## src/rtl/lbsm_pkg.sv

```systemverilog
// Shared types and codes for the LRU buffer slot manager.
// Used by the controller, the datapath and the top level.
`timescale 1ns / 1ps

package lbsm_pkg;

    localparam logic [2:0] KIND_ALLOC   = 3'd0;
    localparam logic [2:0] KIND_RELEASE = 3'd1;
    localparam logic [2:0] KIND_READ    = 3'd2;
    localparam logic [2:0] KIND_WRITE   = 3'd3;
    localparam logic [2:0] KIND_FLUSH   = 3'd4;

    localparam logic [2:0] ST_OK         = 3'd0;
    localparam logic [2:0] ST_NO_BRICK   = 3'd1;
    localparam logic [2:0] ST_ABSENT     = 3'd2;
    localparam logic [2:0] ST_ALL_PINNED = 3'd3;
    localparam logic [2:0] ST_PIN_FULL   = 3'd4;
    localparam logic [2:0] ST_FREE_FULL  = 3'd5;

    localparam logic [1:0] REG_BRICK_BYTES  = 2'd0;
    localparam logic [1:0] REG_BUFFER_BYTES = 2'd1;
    localparam logic [1:0] REG_REUSE_FREED  = 2'd2;
    localparam logic [1:0] REG_EXISTING     = 2'd3;

    localparam int          MAX_RESULTS = 8;
    localparam logic [15:0] BUF_LIMIT   = 16'hFFFF;

    typedef enum logic [4:0] {
        OP_NONE,
        OP_ACCEPT,
        OP_DIV,
        OP_SET_STATUS,
        OP_SCAN_INIT,
        OP_SCAN_STEP,
        OP_TGT_HIT,
        OP_TGT_VICTIM,
        OP_STAMP_INC,
        OP_MM_INIT,
        OP_MM_STEP,
        OP_RENORM,
        OP_STAMP_SET,
        OP_REFILL,
        OP_ACCESS_FIN,
        OP_PIN_INIT,
        OP_PIN_STEP,
        OP_PIN_ADD,
        OP_PIN_REL,
        OP_UNPIN,
        OP_PUSH,
        OP_POP_RD,
        OP_POP_FIN,
        OP_ADV,
        OP_EMIT,
        OP_FL_INIT,
        OP_FL_STEP
    } dp_op_t;

    typedef struct packed {
        dp_op_t     op;
        logic [2:0] code;
        logic       last;
    } dp_cmd_t;

    typedef struct packed {
        logic [2:0] kind;
        logic       no_brick;
        logic       div_done;
        logic       rem_zero;
        logic       reuse;
        logic       free_avail;
        logic       need_buf;
        logic       alloc_limit;
        logic       scan_last;
        logic       hit;
        logic       victim;
        logic       stamp_wrap;
        logic       pin_last;
        logic       any_dirty;
        logic       out_free;
        logic       fl_done;
    } dp_stat_t;

endpackage

```

## src/rtl/lbsm_ctrl.sv

```systemverilog
// Controller of the slot manager: sequences one request through the datapath.
// Depends on lbsm_pkg.
`timescale 1ns / 1ps

module lbsm_ctrl
(
    input  logic               clk,
    input  logic               rst_n,
    input  logic               in_valid,
    input  lbsm_pkg::dp_stat_t stat,
    output logic               in_stall,
    output lbsm_pkg::dp_cmd_t  cmd
);
    import lbsm_pkg::*;

    typedef enum logic [22:0] {
        S_IDLE      = 23'h000001,
        S_DISPATCH  = 23'h000002,
        S_DIV_WAIT  = 23'h000004,
        S_POP_FIN   = 23'h000008,
        S_ALLOC_CHK = 23'h000010,
        S_SCAN_INIT = 23'h000020,
        S_SCAN      = 23'h000040,
        S_SCAN_DONE = 23'h000080,
        S_REFILL    = 23'h000100,
        S_STAMP_INC = 23'h000200,
        S_MM_INIT   = 23'h000400,
        S_MM        = 23'h000800,
        S_RENORM    = 23'h001000,
        S_STAMP_SET = 23'h002000,
        S_EMIT_MID  = 23'h004000,
        S_ACCESS    = 23'h008000,
        S_PIN_INIT  = 23'h010000,
        S_PIN       = 23'h020000,
        S_PIN_DONE  = 23'h040000,
        S_REL_DIV   = 23'h080000,
        S_REL_UNPIN = 23'h100000,
        S_EMIT_LAST = 23'h200000,
        S_FLUSH     = 23'h400000
    } state_t;

    state_t state_reg, state_next;
    logic   is_alloc, is_rel, is_rw;

    assign is_alloc = (stat.kind == KIND_ALLOC);
    assign is_rel   = (stat.kind == KIND_RELEASE);
    assign is_rw    = (stat.kind == KIND_READ) || (stat.kind == KIND_WRITE);
    assign in_stall = (state_reg != S_IDLE);

    always_comb
    begin
        state_next = state_reg;
        cmd.op     = OP_NONE;
        cmd.code   = ST_OK;
        cmd.last   = 1'b0;
        unique case (state_reg)
            S_IDLE:
                if (in_valid)
                begin
                    cmd.op     = OP_ACCEPT;
                    state_next = S_DISPATCH;
                end
            S_DISPATCH:
                if (stat.kind == KIND_FLUSH)
                begin
                    if (stat.any_dirty)
                    begin
                        cmd.op     = OP_FL_INIT;
                        state_next = S_FLUSH;
                    end
                    else
                        state_next = S_EMIT_LAST;
                end
                else if ((is_rel || is_rw) && stat.no_brick)
                begin
                    cmd.op     = OP_SET_STATUS;
                    cmd.code   = ST_NO_BRICK;
                    state_next = S_EMIT_LAST;
                end
                else if (is_rel)
                begin
                    cmd.op     = OP_PUSH;
                    state_next = S_PIN_INIT;
                end
                else if (is_alloc || is_rw)
                begin
                    cmd.op     = OP_DIV;
                    state_next = S_DIV_WAIT;
                end
                else
                    state_next = S_IDLE;
            S_DIV_WAIT:
                if (stat.div_done)
                begin
                    if (is_alloc)
                    begin
                        if (stat.reuse && !stat.rem_zero)
                        begin
                            cmd.op     = OP_ADV;
                            state_next = S_EMIT_LAST;
                        end
                        else if (stat.reuse && stat.free_avail)
                        begin
                            cmd.op     = OP_POP_RD;
                            state_next = S_POP_FIN;
                        end
                        else
                            state_next = S_ALLOC_CHK;
                    end
                    else if (is_rw && stat.need_buf)
                    begin
                        cmd.op     = OP_SET_STATUS;
                        cmd.code   = ST_ABSENT;
                        state_next = S_EMIT_LAST;
                    end
                    else
                        state_next = S_SCAN_INIT;
                end
            S_POP_FIN:
            begin
                cmd.op     = OP_POP_FIN;
                state_next = S_EMIT_LAST;
            end
            S_ALLOC_CHK:
                if (!stat.need_buf)
                begin
                    cmd.op     = OP_ADV;
                    state_next = S_EMIT_LAST;
                end
                else if (stat.alloc_limit)
                begin
                    cmd.op     = OP_SET_STATUS;
                    cmd.code   = ST_ABSENT;
                    state_next = S_EMIT_LAST;
                end
                else
                    state_next = S_SCAN_INIT;
            S_SCAN_INIT:
            begin
                cmd.op     = OP_SCAN_INIT;
                state_next = S_SCAN;
            end
            S_SCAN:
            begin
                cmd.op = OP_SCAN_STEP;
                if (stat.scan_last)
                    state_next = S_SCAN_DONE;
            end
            S_SCAN_DONE:
                if (is_rel)
                begin
                    cmd.op     = OP_TGT_HIT;
                    state_next = S_REL_UNPIN;
                end
                else if (is_rw && stat.hit)
                begin
                    cmd.op     = OP_TGT_HIT;
                    state_next = S_STAMP_INC;
                end
                else if (stat.victim)
                begin
                    cmd.op     = OP_TGT_VICTIM;
                    state_next = S_REFILL;
                end
                else
                begin
                    cmd.op     = OP_SET_STATUS;
                    cmd.code   = ST_ALL_PINNED;
                    state_next = S_EMIT_LAST;
                end
            S_REFILL:
            begin
                cmd.op     = OP_REFILL;
                state_next = S_STAMP_INC;
            end
            S_STAMP_INC:
            begin
                cmd.op     = OP_STAMP_INC;
                state_next = stat.stamp_wrap ? S_MM_INIT : S_STAMP_SET;
            end
            S_MM_INIT:
            begin
                cmd.op     = OP_MM_INIT;
                state_next = S_MM;
            end
            S_MM:
            begin
                cmd.op = OP_MM_STEP;
                if (stat.scan_last)
                    state_next = S_RENORM;
            end
            S_RENORM:
            begin
                cmd.op     = OP_RENORM;
                state_next = S_STAMP_SET;
            end
            S_STAMP_SET:
            begin
                cmd.op     = OP_STAMP_SET;
                state_next = is_alloc ? S_EMIT_MID : S_ACCESS;
            end
            S_EMIT_MID:
                if (stat.out_free)
                begin
                    cmd.op     = OP_EMIT;
                    state_next = S_ALLOC_CHK;
                end
            S_ACCESS:
            begin
                cmd.op     = OP_ACCESS_FIN;
                state_next = S_PIN_INIT;
            end
            S_PIN_INIT:
            begin
                cmd.op     = OP_PIN_INIT;
                state_next = S_PIN;
            end
            S_PIN:
            begin
                cmd.op = OP_PIN_STEP;
                if (stat.pin_last)
                    state_next = S_PIN_DONE;
            end
            S_PIN_DONE:
                if (is_rel)
                begin
                    cmd.op     = OP_PIN_REL;
                    state_next = S_REL_DIV;
                end
                else
                begin
                    cmd.op     = OP_PIN_ADD;
                    state_next = S_EMIT_LAST;
                end
            S_REL_DIV:
            begin
                cmd.op     = OP_DIV;
                state_next = S_DIV_WAIT;
            end
            S_REL_UNPIN:
            begin
                cmd.op     = OP_UNPIN;
                state_next = S_EMIT_LAST;
            end
            S_EMIT_LAST:
                if (stat.out_free)
                begin
                    cmd.op     = OP_EMIT;
                    cmd.last   = 1'b1;
                    state_next = S_IDLE;
                end
            S_FLUSH:
            begin
                cmd.op = OP_FL_STEP;
                if (stat.fl_done)
                    state_next = S_IDLE;
            end
            default:
                state_next = S_IDLE;
        endcase
    end

    always_ff @(posedge clk or negedge rst_n)
    begin
        if (!rst_n)
            state_reg <= S_IDLE;
        else
            state_reg <= state_next;
    end

endmodule

```

## config.mk

```make
export PLATFORM = sky130hd
export DESIGN_NAME = lbsm_ctrl
export DESIGN_NICKNAME = d
export VERILOG_FILES = /design/src/rtl/lbsm_pkg.sv /design/src/rtl/lbsm_ctrl.sv
export SDC_FILE = /design/constraint.sdc
export NUM_CORES = 1
export LEC_CHECK = 0
export BUFFER_PORTS_ARGS = -buffer_cell sky130_fd_sc_hd__buf_2
export CORE_MARGIN = 2
export CORE_UTILIZATION = 61
export DETAILED_ROUTE_END_ITERATION = 10
export GPL_ROUTABILITY_DRIVEN = 0
export MAX_ROUTING_LAYER = met4
export PLACE_DENSITY = 0.85
export SETUP_SLACK_MARGIN = 0.02
export SYNTH_ARGS = -nofsm -noshare
export SYNTH_HDL_FRONTEND = slang
export SYNTH_SLANG_ARGS = --single-unit
```

## constraint.sdc

```tcl
create_clock -name clk -period 6.3 [get_ports clk]
set_input_delay 0.63 -clock clk [delete_from_list [all_inputs] [get_ports clk]]
set_output_delay 0.63 -clock clk [all_outputs]
set_load 0.05 [all_outputs]
```

# After elaboration in Yosys (flattened, before gate mapping)
# Cells that the tools add are included.
# classes
n_eq_ne	36
muxes	55
n_reduce_logical	13
# ops
cell	n
$pmux W23 S22	1
$mux W23	14
$mux W22	7
$pmux W5 S22	1
$mux W5	12
$eq A23 B1 Y1 const B	1
$eq A23 B10 Y1 const B	1
$eq A23 B11 Y1 const B	1
$eq A23 B12 Y1 const B	1
$eq A23 B13 Y1 const B	1
$eq A23 B14 Y1 const B	1
$eq A23 B15 Y1 const B	1
$eq A23 B16 Y1 const B	1
$eq A23 B17 Y1 const B	1
$eq A23 B18 Y1 const B	1
$eq A23 B19 Y1 const B	1
$eq A23 B2 Y1 const B	1
$eq A23 B20 Y1 const B	1
$eq A23 B21 Y1 const B	1
$eq A23 B22 Y1 const B	1
$eq A23 B23 Y1 const B	1
$eq A23 B3 Y1 const B	1
$eq A23 B4 Y1 const B	1
$eq A23 B5 Y1 const B	1
other kinds (22)	50
# word_totals
out_inout_bits	10
input_bits	21
elab_cells	105
reg_bits	23

# Depth between registers and ports, before layout
# Gate-level depths: netlist of run 1.
# logic_depth
ltp_word	8
ltp_mapped	9
ltp_nobuf	6

# Worst setup path before layout of run 1
# Ideal clock, no wire load.
# synth_path
path_type	reg2out
startpoint	register state_reg[17]
endpoint	output port cmd[2] (netlist name)
arrival_ns	2.550
n_path_buf	1
setup_slack_ns	3.120
path_stages_with_launch	7
path_cell_list	dfrtp_1 buf_6 nor4_4 nand4_1 nor3_1 nand2_1 o221ai_1
# synth_rtl
element	line_no	source
start: declaration	lbsm_ctrl.sv:42	state_t state_reg, state_next;
start signal: assignment	lbsm_ctrl.sv:268	state_reg <= state_next;
end: declaration	lbsm_ctrl.sv:12	output lbsm_pkg::dp_cmd_t cmd

==> results.md, run 1 <==
* Die ar. at 3514 sq um
* Wire per inst at 18.46 um
* R2R depth at 6
* # fillers at 243
* Leading cell type in the layout, fill and taps excluded: buf_2
* Setup TNS at 0 ns
* Power Total at approximately 0.48 mW
* Crit Path Category: reg2out
* Synth Area in Compound Gates at 13.69%
* Warnings from Yosys at 0
* Max Freq at roughly 260 MHz
* Startpoint types: flop
* Io pins at 31
* Iteration-0 DRC Markers at about 210
* DP HPWL at 4.030 mm
* Max reg flops at 23
* Cell count after synthesis at 222
* Vias in the first global route at roughly 1700
* Slew Viols, Final at 0
* Critical path arrival at 3.22 ns
* Mapped Avg Cell Area at around 8.4 sq um
* Power Dens Cells at 235.1 nW/um^2
* Final Cycle Share at between 60% and 70%
* Slew @ Worst Pin at 0.6173 ns
* DRC at 0
* Reg2reg start: state_reg[2]
* Ys async rst share at 100.0%
* Global-route wire length before repair at 8.100 mm
* Critical path endpoint: cmd[5]
* Outcome: finished, final reports clean
* Synthesized area at 1864 sq um
* Root Buffer: clkbuf_4
* Fin crit period at just under 4 ns
* Post-synthesis mux area share at less than 1%
* Worst clock skew at 0.01089 ns
* Largest family of logic cells by synthesized area: simple AND/OR/NAND/NOR gates
* Die X at 59.28 um
* Max cap viols at 0
* Post-CTS Hold Buffers at 0
* Nets at 268
* Sequential element share of the synthesized area at 30.94%
* Worst ir drop on vdd at 0.1372 mV
* Clk sinks at 23
* Mapped Nets at about 240
* Xor/xnor cell area share of the yosys netlist at 0.9396%
* RSZ-0062 raised after global routing: no
* Detail Route Antenna Nets at 0
* Crit. Startpoint: state_reg[0]
* GRT overflow at 0
* Synth Flop Type: dfrtp_1
* Leak at between 0.9 and 1 nW
* HP Class: in2async
* Clk slew on worst S/H paths at 0.14 ns
* Flop and latch count out of synthesis at 23
* # resized after CTS at 0
* Worst-path maximum fanout at 11
* Post-CTS setup repair buffer count at 0
* H-Tree Depth at 1
* Final count of negative-setup-slack endpoints at 0
* Clk Latency, worst-skew pair at 0.33 ns
* Initial core utilization at 62.61%
* Largest net degree at the start of global routing at 24
* Core Region at roughly 3000 sq um
* R2R setup slack at 2.92 ns
* Simple-gate share of the synthesized area at 49.19%
* Die height at 59.28 um
* Site Rows at 20
* Via Count at 1988
* Drt via density at 7.125
* Share of cells above drive strength 1 at a little under a quarter
* Final WL at 5.149 mm
* Most frequent cells in the layout: 29 x buf_2, 23 x nor2_1, 22 x dfrtp_1
* Worst slew margin at 58.27%
* Worst-case clock buffer depth at 2
* Final Hold Fails at 0
* Layout area overhead at 8.456%
* RR Endpoint: state_reg[21]
* IO buf count at 29
* Post-layout util at 67.90%
* Initial antenna violation count at 0
* CTS Buf Count at 3
* Crit. End Element: output pin
* TritonCTS clock tree: yes
* Diode count at 0
* Netlist cell types at 55
* EDFF count, synth at 0
* Synth Area in Adders at 0%
* Critical Path RT at about 5.7 ns
* All-Layer GR Usage at 31.76%
* DR pass1 iterations at 5
==> power by group <==
group          switching [mW]  internal [mW]  total (mW)
Sequential             0.0163          0.158       0.175
Combinational           0.155         0.0732       0.228
Clock                  0.0487         0.0239      0.0726
Total                   0.220          0.255       0.475
==> Yosys cell counts (2+ instances only) <==
library cell	instances	share of area [%]
or3_4	2	1.2
nand2_1	17	3.4
dfrtp_1	22	30
nor4b_1	9	4.2
buf_2	3	0.81
nor4_4	3	3.4
a22o_1	2	0.94
o22ai_1	2	0.67
a21oi_1	6	1.6
or4_1	3	1.2
nand4b_1	2	0.94
or4b_2	8	4.3
nand3b_1	3	1.2
nor4_1	6	2.0
o2111ai_1	3	1.4
nand3_1	7	1.9
nand4_1	11	3.7
nor3_1	20	5.4
buf_6	2	1.2
clkbuf_1	2	0.40
o21ai_0	5	1.3
nand2b_1	3	1.0
nor2_1	23	4.6
o32ai_1	2	0.94
and3_1	3	1.0
and4_1	2	0.94
or3_1	4	1.3
nor2b_1	4	1.3
nor3b_1	4	1.6
inv_1	7	1.4
or2_2	3	1.0
a311oi_1	2	0.94
and2_1	5	1.7
==> worst max-delay path, stage by stage (launching register included) <==
cell,delay [ns]
dfstp_2,0.64
nor4_4,0.10
nand4_1,0.33
nor3_1,0.17
nor4_1,0.43
or4b_2,0.66
a311o_1,0.34
buf_2,0.21
==> per-layer routing <==
layer / vias to the layer above / GRT usage [%] / wire (um)
met5: - / - / 0
li1: 917 / - / -
met3: 18 / 4.585 / 609
met1: 906 / 48.12 / 2233
met4: 0 / 8.766 / 146
met2: 147 / 43.96 / 2159
==> final cells by class <==
| class | count | area [sq um] | share of cell area (%) |
|---|---|---|---|
| multi-input combinational | 183 | 1205 | 59.59 |
| sequential | 23 | 576.8 | 28.53 |
| timing repair buffer | 29 | 145.1 | 7.178 |
| tap | 33 | 41.29 | 2.042 |
| inverter | 7 | 26.28 | 1.300 |
| clock buffer | 3 | 22.52 | 1.114 |
| clock inverter | 1 | 5.005 | 0.2475 |
==> worst min-delay path by stage <==
stage	to	slack, ns	cells after the start
5_1_grt	state_reg[13]	0.27	1
2_1_floorplan	state_reg[10]	0.33	0
6_report	state_reg[19]	0.25	1
3_3_place_gp	state_reg[11]	0.54	1
4_1_cts	state_reg[17]	0.27	1
3_5_place_dp	state_reg[11]	0.54	1
==> kinds of logic after synthesis <==
logic type / Yosys count
AO/OA/AOI/OAI: 34
AND/OR/NAND/NOR: 145
other: 1
XOR/XNOR: 2
multiplexers: 1
buffers and inverters: 16
flip-flops: 23
==> through the flow <==
| step | setup slack (ns) | instances | hold WS, ns | instance area, sq um |
|---|---|---|---|---|
| 2_1_floorplan | 3.120 | 222 | 0.3344 | 1864 |
| 3_3_place_gp | 2.988 | 275 | 0.5388 | 1994 |
| 3_5_place_dp | 2.925 | 275 | 0.5358 | 1994 |
| 4_1_cts | 2.530 | 279 | 0.2746 | 2022 |
| 5_1_grt | 2.304 | 279 | 0.2711 | 2022 |
| 6_report | 2.455 | 279 | 0.2481 | 2022 |
Power figures use the tool's default switching activity.
==> run 2: changes to the inputs <==
Settings changed: CORE_UTILIZATION 61 to 56, PLACE_DENSITY 0.85 to 0.79.
Clock period 6.3 ns to 3.65 ns, I/O delays scaled along.
==> results.md, run 2 (synthesis results as in run 1) <==
* Worst-path maximum fanout at 9 (was 11)
* Fin crit period at 3.460 ns
* Core Region at 3103 sq um (was 2978 sq um)
* H-Tree Depth at 1 (unchanged)
* DRC at 0 (unchanged)
* Die X at 61.70 um (was 59.28 um)
* Clk Latency, worst-skew pair at 0.34 ns (was 0.33 ns)
* All-Layer GR Usage at 32.23% (was 31.76%)
* Final count of negative-setup-slack endpoints at 0 (unchanged)
* Global-route wire length before repair at 8.680 mm (was 8.100 mm)
* Die height at 61.70 um (was 59.28 um)
* RSZ-0062 raised after global routing: no (unchanged)
* Via Count at 2071 (was 1988)
* Placed cells at 291 (was 275)
* TritonCTS clock tree: yes (unchanged)
* Drt via density at 6.926 (was 7.125)
* GRT overflow at 0 (unchanged)
* Crit Path Category: reg2out (unchanged)
* DR pass1 iterations at 5 (unchanged)
* Detail Route Antenna Nets at 0 (unchanged)
* Final Hold Fails at 0 (unchanged)
* Wire per inst at 18.39 um (was 18.46 um)
* Outcome: finished, final reports clean (unchanged)
* Most frequent cells in the layout: 29 x buf_2, 23 x nor2_1, 22 x dfrtp_1 (unchanged)
* Worst clock skew at 0.003498 ns (was 0.01089 ns)
* Iteration-0 DRC Markers at 233 (was 211)
* Initial core utilization at 60.08% (was 62.61%)
* Crit. End Element: output pin (unchanged)
* Critical Path RT at 3.28 ns (was 5.67 ns)
* Slew Viols, Final at 0 (unchanged)
* # resized after CTS at 0 (unchanged)
* Startpoint types: flop (unchanged)
* Vias in the first global route at 1724 (was 1654)
* Worst-case clock buffer depth at 2 (unchanged)
* Root Buffer: clkbuf_4 (unchanged)
* Diode count at 0 (unchanged)
* Setup TNS at 0 ns (unchanged)
* Share of cells above drive strength 1 at 25.49% (was 23.17%)
* Final Cycle Share at 94.80%
* CTS Buf Count at 3 (unchanged)
* R2R setup slack at 0.67 ns (was 2.92 ns)
* Max reg flops at 23 (unchanged)
* Slew @ Worst Pin at 0.7105 ns (was 0.6173 ns)
* Final WL at 5.500 mm (was 5.149 mm)
* Power Dens Cells at 412.7 nW/um^2 (was 235.1 nW/um^2)
* HP Class: in2reg (was in2async)
* Io pins at 31 (unchanged)
* Worst slew margin at 51.97% (was 58.27%)
* Worst ir drop on vdd at 0.2346 mV (was 0.1372 mV)
* Initial antenna violation count at 0 (unchanged)
* Critical path arrival at 3.10 ns (was 3.22 ns)
* Clk sinks at 23 (unchanged)
* DP HPWL at 4.268 mm (was 4.030 mm)
* Nets at 277 (was 268)
* Final std cells w/o fill at 299 (was 279)
* Clk slew on worst S/H paths at 0.14 ns (about the same)
* Leak at 0.9548 nW (was 0.9124 nW)
* Largest net degree at the start of global routing at 24 (unchanged)
* IO buf count at 29 (unchanged)
* Max cap viols at 0 (unchanged)
* Die ar. at 3807 sq um (was 3514 sq um)
* Site Rows at 20 (unchanged)
* Layout area overhead at 12.95% (was 8.456%)
* Max Freq at just under 300 MHz
* Leading cell type in the layout, fill and taps excluded: buf_2 (unchanged)
## run 2: repair_timing
item,CTS,global route
hold buffers,1,0
setup endpoints to repair,0,2
endpoints found under the hold margin,13,0
buffers inserted,0,3
## run 2: area by class of cell
cell class | count | area [sq um]
clock buffers | 3 | 22.52
well taps | 44 | 55.05
flip-flops and latches | 23 | 576.8
inverters | 7 | 26.28
repair buffers | 38 | 215.2
fillers | 293 | 997.2
multi-input cells | 183 | 1205
clock inverters | 1 | 5.005
## run 2: where the power goes
group          internal (mW)  leakage [nW]  switching, mW
registers              0.273         0.317         0.0296
logic                  0.158         0.620          0.277
clock network         0.0414        0.0177         0.0893
total                  0.473         0.955          0.396
## run 2: per-layer routing
metal	vias up	part of all wire [%]	global-route usage [%]
li1	931	-	-
met2	159	43	46.02
met5	-	0	-
met4	0	2.0	6.687
met3	19	12	6.211
met1	962	44	47.65
## run 2: critical path, cell delays in order, from the launching register on
cell	delay (ns)
dfstp_2	0.64
nor4_4	0.10
nand4_1	0.29
nor3_1	0.17
nor4_1	0.37
or4b_2	0.64
a311o_1	0.33
buf_2	0.21
## run 2: through the flow
step	setup WS, ns	utilization [%]	hold slack (ns)	instance area [sq um]	power [mW]
floorplan	0.7354	-	0.06941	1864	0.6125
global placement	0.6412	65.93	0.3685	2046	0.6984
detailed placement	0.6088	65.93	0.3719	2046	0.7043
CTS	0.1945	67.14	0.2033	2083	0.8315
global route	0.06184	67.86	0.2102	2106	0.9171
finish	0.1896	67.86	0.2032	2106	0.8690
## run 2: worst paths after layout
check | startpoint | to | cells after the start
setup / recovery | state_reg[0] | cmd[5] | 7
hold / removal | stat[4] | state_reg[13] | 2
setup reg to reg | state_reg[2] | state_reg[21] | 6
hold reg to reg | state_reg[11] | state_reg[11] | 1
max in group asynchronous | rst_n | state_reg[0] | 2
min in group asynchronous | rst_n | state_reg[14] | 2
